## src/hdl/rol_pkg.sv

```systemverilog
`timescale 1ns / 1ps

package rol_pkg;

    localparam int DEF_CAPACITY = 32;

    localparam int OPCODE_W = 3;
    localparam int ELEM_W   = 32;
    localparam int COUNT_W  = 6;
    localparam int STATUS_W = 2;

    localparam logic [OPCODE_W-1:0] OP_CLEAR   = 3'd0;
    localparam logic [OPCODE_W-1:0] OP_APPEND  = 3'd1;
    localparam logic [OPCODE_W-1:0] OP_REMOVE  = 3'd2;
    localparam logic [OPCODE_W-1:0] OP_MOVE    = 3'd3;
    localparam logic [OPCODE_W-1:0] OP_QUERY   = 3'd4;
    localparam logic [OPCODE_W-1:0] OP_REVERSE = 3'd5;

    localparam logic [STATUS_W-1:0] ST_OK       = 2'd0;
    localparam logic [STATUS_W-1:0] ST_FULL     = 2'd1;
    localparam logic [STATUS_W-1:0] ST_NOTFOUND = 2'd2;

endpackage

```

## src/hdl/recency_ordered_id_list.sv

```systemverilog
`timescale 1ns / 1ps

// Ordered list of up to CAPACITY signed 32-bit identifiers held in a single
// memory with one read and one write port, walked by a small sequencer that
// shares one 32-bit comparator. A command is taken when start is high and
// busy is low; exactly one result beat follows, marked by done for a single
// cycle, and the receiver cannot stall it. Every command first scans for the
// element, stopping at the first match or at the end of the list. Remove and
// move to back then shift the tail one entry per cycle; reverse swaps pairs
// from both ends inward, reading the low and high entries and then writing
// each. Clear, append and query finish with the scan. The result beat is
// registered from the last step, and the next command may be issued in the
// cycle in which done is high.
module recency_ordered_id_list #(
    parameter int CAPACITY = rol_pkg::DEF_CAPACITY
) (
    input  logic                           clk,
    input  logic                           rst_n,
    input  logic                           start,
    output logic                           busy,
    input  logic [rol_pkg::OPCODE_W-1:0]   opcode,
    input  logic signed [rol_pkg::ELEM_W-1:0] element,
    output logic                           done,
    output logic                           found,
    output logic [rol_pkg::COUNT_W-1:0]    entry_count,
    output logic [rol_pkg::STATUS_W-1:0]   status
);

    localparam int IDX_W = (CAPACITY > 1) ? $clog2(CAPACITY) : 1;
    localparam int CNT_W = $clog2(CAPACITY + 1);
    localparam logic [CNT_W-1:0] CAP_C = CNT_W'(CAPACITY);
    localparam logic [CNT_W-1:0] ONE_C = CNT_W'(1);
    localparam logic [CNT_W-1:0] TWO_C = CNT_W'(2);

    typedef enum logic [5:0] {
        S_IDLE   = 6'b000001,
        S_SCAN   = 6'b000010,
        S_SHIFT  = 6'b000100,
        S_RV_CHK = 6'b001000,
        S_RV_RHI = 6'b010000,
        S_RV_WLO = 6'b100000
    } state_t;

    // last step of a swap writes the high entry from the held low value
    logic rv_whi_reg, rv_whi_next;

    state_t state_reg, state_next;

    logic [CNT_W-1:0] fill_reg, fill_next;
    logic [CNT_W-1:0] idx_reg, idx_next;
    logic [CNT_W-1:0] wptr_reg, wptr_next;
    logic             chk_reg, chk_next;
    logic             hit_reg, hit_next;
    logic [rol_pkg::OPCODE_W-1:0] op_reg, op_next;
    logic [rol_pkg::ELEM_W-1:0]   val_reg, val_next;
    logic [rol_pkg::ELEM_W-1:0]   tmp_reg, tmp_next;

    logic                         done_reg;
    logic                         found_reg;
    logic [rol_pkg::COUNT_W-1:0]  count_reg;
    logic [rol_pkg::STATUS_W-1:0] status_reg;

    logic                         fin;
    logic [rol_pkg::STATUS_W-1:0] status_res;
    logic [CNT_W+rol_pkg::COUNT_W-1:0] count_ext;

    logic                       rd_en;
    logic [IDX_W-1:0]           rd_addr;
    logic [rol_pkg::ELEM_W-1:0] rd_data_reg;
    logic                       wr_en;
    logic [IDX_W-1:0]           wr_addr;
    logic [rol_pkg::ELEM_W-1:0] wr_data;
    logic                       match;

    logic [rol_pkg::ELEM_W-1:0] mem [CAPACITY];

    always_ff @(posedge clk)
    begin
        if (wr_en)
        begin
            mem[wr_addr] <= wr_data;
        end
        if (rd_en)
        begin
            rd_data_reg <= mem[rd_addr];
        end
    end

    // the one shared comparator
    assign match = (rd_data_reg == val_reg);

    always_comb
    begin
        state_next  = state_reg;
        rv_whi_next = 1'b0;
        fill_next   = fill_reg;
        idx_next    = idx_reg;
        wptr_next   = wptr_reg;
        chk_next    = chk_reg;
        hit_next    = hit_reg;
        op_next     = op_reg;
        val_next    = val_reg;
        tmp_next    = tmp_reg;
        fin         = 1'b0;
        status_res  = rol_pkg::ST_OK;
        rd_en       = 1'b0;
        rd_addr     = idx_reg[IDX_W-1:0];
        wr_en       = 1'b0;
        wr_addr     = wptr_reg[IDX_W-1:0];
        wr_data     = rd_data_reg;

        unique case (state_reg)
            S_IDLE:
            begin
                if (start)
                begin
                    op_next    = opcode;
                    val_next   = element;
                    idx_next   = '0;
                    chk_next   = 1'b0;
                    hit_next   = 1'b0;
                    state_next = S_SCAN;
                end
            end

            S_SCAN:
            begin
                // read entry idx while comparing the one read last cycle
                rd_en = (idx_reg < fill_reg);
                if ((chk_reg && match) || (idx_reg >= fill_reg))
                begin
                    hit_next   = chk_reg && match;
                    state_next = S_IDLE;
                    unique case (op_reg)
                        rol_pkg::OP_CLEAR:
                        begin
                            fill_next = '0;
                            fin       = 1'b1;
                        end
                        rol_pkg::OP_APPEND:
                        begin
                            fin = 1'b1;
                            if (fill_reg >= CAP_C)
                            begin
                                status_res = rol_pkg::ST_FULL;
                            end
                            else
                            begin
                                wr_en     = 1'b1;
                                wr_addr   = fill_reg[IDX_W-1:0];
                                wr_data   = val_reg;
                                fill_next = fill_reg + ONE_C;
                            end
                        end
                        rol_pkg::OP_REMOVE, rol_pkg::OP_MOVE:
                        begin
                            if (!hit_next)
                            begin
                                status_res = rol_pkg::ST_NOTFOUND;
                                fin        = 1'b1;
                            end
                            else
                            begin
                                // idx already points one past the match
                                wptr_next  = idx_reg - ONE_C;
                                chk_next   = 1'b0;
                                state_next = S_SHIFT;
                            end
                        end
                        rol_pkg::OP_REVERSE:
                        begin
                            if (fill_reg < TWO_C)
                            begin
                                fin = 1'b1;
                            end
                            else
                            begin
                                idx_next   = '0;
                                wptr_next  = fill_reg - ONE_C;
                                state_next = S_RV_CHK;
                            end
                        end
                        default:
                        begin
                            fin = 1'b1;
                        end
                    endcase
                end
                else
                begin
                    idx_next = idx_reg + ONE_C;
                    chk_next = 1'b1;
                end
            end

            S_SHIFT:
            begin
                // pull each tail entry one place toward the front
                if (chk_reg)
                begin
                    wr_en     = 1'b1;
                    wptr_next = wptr_reg + ONE_C;
                end
                if (idx_reg < fill_reg)
                begin
                    rd_en    = 1'b1;
                    idx_next = idx_reg + ONE_C;
                    chk_next = 1'b1;
                end
                else
                begin
                    chk_next = 1'b0;
                    if (!chk_reg)
                    begin
                        fin        = 1'b1;
                        state_next = S_IDLE;
                        if (op_reg == rol_pkg::OP_REMOVE)
                        begin
                            fill_next = fill_reg - ONE_C;
                        end
                        else
                        begin
                            wr_en   = 1'b1;
                            wr_addr = wptr_reg[IDX_W-1:0];
                            wr_data = val_reg;
                        end
                    end
                end
            end

            S_RV_CHK:
            begin
                if (rv_whi_reg)
                begin
                    // finish the previous swap: high entry takes the old low
                    wr_en     = 1'b1;
                    wr_addr   = wptr_reg[IDX_W-1:0];
                    wr_data   = tmp_reg;
                    idx_next  = idx_reg + ONE_C;
                    wptr_next = wptr_reg - ONE_C;
                    rd_addr   = idx_next[IDX_W-1:0];
                    if (idx_next < wptr_next)
                    begin
                        rd_en      = 1'b1;
                        state_next = S_RV_RHI;
                    end
                    else
                    begin
                        fin        = 1'b1;
                        state_next = S_IDLE;
                    end
                end
                else
                begin
                    rd_en      = 1'b1;
                    state_next = S_RV_RHI;
                end
            end

            S_RV_RHI:
            begin
                rd_en      = 1'b1;
                rd_addr    = wptr_reg[IDX_W-1:0];
                tmp_next   = rd_data_reg;
                state_next = S_RV_WLO;
            end

            S_RV_WLO:
            begin
                wr_en       = 1'b1;
                wr_addr     = idx_reg[IDX_W-1:0];
                rv_whi_next = 1'b1;
                state_next  = S_RV_CHK;
            end

            default:
            begin
                state_next = S_IDLE;
            end
        endcase
    end

    assign count_ext = {{rol_pkg::COUNT_W{1'b0}}, fill_next};

    always_ff @(posedge clk or negedge rst_n)
    begin
        if (!rst_n)
        begin
            state_reg  <= S_IDLE;
            rv_whi_reg <= 1'b0;
            fill_reg   <= '0;
            done_reg   <= 1'b0;
        end
        else
        begin
            state_reg  <= state_next;
            rv_whi_reg <= rv_whi_next;
            fill_reg   <= fill_next;
            done_reg   <= fin;
        end
    end

    always_ff @(posedge clk)
    begin
        idx_reg  <= idx_next;
        wptr_reg <= wptr_next;
        chk_reg  <= chk_next;
        hit_reg  <= hit_next;
        op_reg   <= op_next;
        val_reg  <= val_next;
        tmp_reg  <= tmp_next;
        if (fin)
        begin
            found_reg  <= hit_next;
            count_reg  <= count_ext[rol_pkg::COUNT_W-1:0];
            status_reg <= status_res;
        end
    end

    assign busy        = (state_reg != S_IDLE);
    assign done        = done_reg;
    assign found       = found_reg;
    assign entry_count = count_reg;
    assign status      = status_reg;

endmodule

```

## config.mk

```make
export PLATFORM = sky130hd
export DESIGN_NAME = recency_ordered_id_list
export DESIGN_NICKNAME = d
export VERILOG_FILES = /design/src/hdl/rol_pkg.sv /design/src/hdl/recency_ordered_id_list.sv
export SDC_FILE = /design/constraint.sdc
export NUM_CORES = 2
export LEC_CHECK = 0
export ABC_AREA = 0
export BUFFER_PORTS_ARGS = -buffer_cell sky130_fd_sc_hd__buf_2
export CELL_PAD_IN_SITES_DETAIL_PLACEMENT = 1
export CELL_PAD_IN_SITES_GLOBAL_PLACEMENT = 2
export CORE_MARGIN = 5
export CORE_UTILIZATION = 42
export DETAILED_ROUTE_END_ITERATION = 12
export PLACE_DENSITY_LB_ADDON = 0.12
export SETUP_SLACK_MARGIN = 0.4
export SLEW_MARGIN = 0
export SYNTH_ARGS = -nofsm -noshare
export SYNTH_HDL_FRONTEND = slang
export SYNTH_SLANG_ARGS = --single-unit
```

## constraint.sdc

```tcl
create_clock -name clk -period 4.4 [get_ports clk]
set_clock_uncertainty 0.15 [all_clocks]
set_input_delay 0.44 -clock clk [delete_from_list [all_inputs] [get_ports clk]]
set_output_delay 0.44 -clock clk [all_outputs]
set_load 0.03 [all_outputs]
```

==> impl_metrics.yaml <==
finish:
  area_delta_synth_final_pct: 20.0
  top_register: "mem"
  nNetsFinal: 3576
  final_cell_mix: "edfxtp_1, nand2_1, a21oi_1"
  layout_commonest_cell: "edfxtp_1"
  largest_reg_flops: 1024
  layout.cells.non_filler: 5107
  layout-drive-gt1-share_pct: 18.8
  fillCellCount: 10600
global_routing:
  grt_pass1_wl_um: 208000
  grt_max_degree: 73
  antenna_found_initial: 7
  globalRouteTotalUtil_pct: 24.1
  grt_pass1_vias: 29800
  overflow: 0
clock_network:
  htreeDepth: 3
  cts_tree: "built"
  clock_latency_ns: 0.72
  cts_max_path_buffers: 3
  numClockSinks: 1160
  cts.clk_slew.worst_paths_ns: 0.06
  numCtsBuffers: 121
  cts_root_buf: "clkbuf_16"
job:
  drv_cap: 0
status:
  outcome: "completed"
power:
  power_mw: 36.5
  vdd_drop_max_mv: 0.378
  leakagePower_nw: 18.9
  power_density_nw_per_um2: 654
detailed_routing:
  routed_wl_um: 144000
  wl_per_cell_um: 28.1
  viasPerCell: 5.74
  route.met3.wl_um: 9620
  vias: 29300
  routed.top_layer: "met5"
  drc: 0
  met2_wirelength_um: 66000
  drtIter0Drc: 2857
  final_antenna_net_count: 0
  dr.pass1.iters: 5
  met1Wirelength_um: 64800
synthesis:
  yosysWarnings: 0
  syn_inst: 3230
  synth.distinct_cells: 73
  ys_seq_area_share_pct: 74.7
  syn_area_um2: 46500
  synth_edf_count: 1145
  synth_seq_cells: 1160
  ys_async_sr_fraction_pct: 1.21
  synth-main-ff-cell: "edfxtp_1"
  avgSynthCellArea_um2: 14.4
  syn_nets: 3285
timing:
  relSlewSlack_pct: 46.6
  tightest_slew_ns: 0.800
  rsz0062_at_grt: "false"
  fin_crit_sh_pct: 89.6
  maxSlewViolCount: 0
  setup_viol: 0
  setup_tns_ns: 0
  max_freq_mhz: 254
  hold_viol: 0
  period_minus_slack_ns: 3.94
min_path:
  min_path_type: "input pin to asynchronous set/reset pin"
critical_path:
  worstPathArrival_ns: 4.20
  crit_chain: "xor2_1 > or4_1 > or4_4 > or4_1 > a32oi_2 > and2_4 > nand3_1 > buf_4 > nor2_4 > buf_12 > clkbuf_16"
  critPathKind: "register to register"
  slowest_delay_ns: 0.54
  endpoint_kind: "register"
  start_kind: "register"
  ff2ff_setup_slack_ns: 0.46
  crit_path_top_delay_cell: "or4_1"
  critical_path_required_ns: 4.66
  crit_top_cell: "or4_1"
  worstPathMaxFanout: 15
placed_design:
  routabilityCongestion: 0.852
  dp_hpwl_um: 91900
  dp.cells: 4828
  place.port_buffers: 48
floorplan:
  core_area_um2: 110000
  initial_core_util_pct: 42.1
  io_pins: 49
  fp.dieH_um: 343
  row_count: 122
  die_w_um: 343
  die_area_um2: 118000
## cell usage after synthesis, drive strengths merged (38+ instances only)
| cell | number | area (um2) |
|---|---|---|
| a31oi | 65 | 407 |
| o21ai | 57 | 285 |
| nor2 | 62 | 233 |
| a22oi | 128 | 961 |
| nand3 | 154 | 791 |
| a21oi | 310 | 1560 |
| inv | 49 | 184 |
| nand2 | 631 | 2370 |
| a211oi | 72 | 541 |
| buf | 76 | 373 |
| nand4 | 45 | 282 |
| edfxtp | 1145 | 34400 |
| clkbuf | 128 | 480 |
| mux4 | 63 | 1420 |
| and3 | 38 | 238 |
| xnor2 | 40 | 350 |
## critical path: cells and delay by family (launching register included)
kind / cells / cell delay [ns]
compound gates: 1 / 0.26
xor+xnor: 1 / 0.19
buf+inv: 3 / 0.53
flops: 1 / 0.44
simple gates: 6 / 2.06
## logic make-up (layout without fill, tap and decap cells)
kind of cell / Yosys count / count (layout) / share of synthesized area, %
flip-flops: 1160 / 1160 / 74.7
AND/OR/NAND/NOR: 1005 / 1007 / 9.52
AO/OA/AOI/OAI: 676 / 676 / 8.96
buffers and inverters: 253 / 638 / 2.23
multiplexers: 66 / 66 / 3.11
XOR/XNOR: 53 / 53 / 0.998
adder cells (fa/ha/maj): 17 / 17 / 0.457
other: 0 / 2 / 0
## final timing paths
kind,startpoint,endpoint,cells after the start
setup / recovery,val_reg[25],mem[12][21],11
hold / removal,rst_n,done,2
setup reg to reg,val_reg[25],mem[12][21],11
hold reg to reg,rd_data_reg[29],tmp_reg[29],0
max in group asynchronous,rst_n,state_reg[0],2
min in group clk,element[1],val_reg[1],2
## final cells by class
| type | instances | area (um2) | share of cell area [%] |
|---|---|---|---|
| Antenna cell | 2 | 5.00 | 0.00897 |
| Clock buffer | 146 | 3210 | 5.75 |
| Clock inverter | 73 | 865 | 1.55 |
| Inverter | 49 | 184 | 0.330 |
| Multi-Input combinational cell | 1819 | 11300 | 20.2 |
| Sequential cell | 1160 | 34800 | 62.3 |
| Tap cell | 1488 | 1860 | 3.34 |
| Timing Repair Buffer | 370 | 3630 | 6.50 |
## per-layer routing
layer | up-vias | global-route usage (%)
met1 | 15300 | 35.6
li1 | 12900 | -
met3 | 169 | 4.66
met2 | 879 | 37.3
met5 | - | 0
met4 | 2 | 5.56
## report_power, final
part           internal, mW  switching, mW
Sequential             13.5          0.321
Combinational          4.11           8.09
Clock                  6.26           4.23
## metrics by stage
stage | util (%) | hold slack (ns) | area, um2 | setup slack [ns]
finish | 50.6 | 0.0451 | 55800 | 0.460
global route | 50.6 | 0.0495 | 55800 | 0.379
CTS | 50.3 | 0.00553 | 55600 | 0.414
detailed placement | 46.1 | 0.231 | 50900 | 0.207
global placement | 46.1 | 0.213 | 50900 | 0.218
floorplan | - | -0.00559 | 46700 | 0.107
## timing repair
item,4_1_cts,5_1_grt
hold buffers,37,0
hold endpoints to repair,50,0
setup buffers,8,9
gates cloned,2,2
setup endpoints to repair,1207,1547
resized for setup,15,22
pin swaps,5,3
No activity file was read; power rests on OpenSTA's default activity.
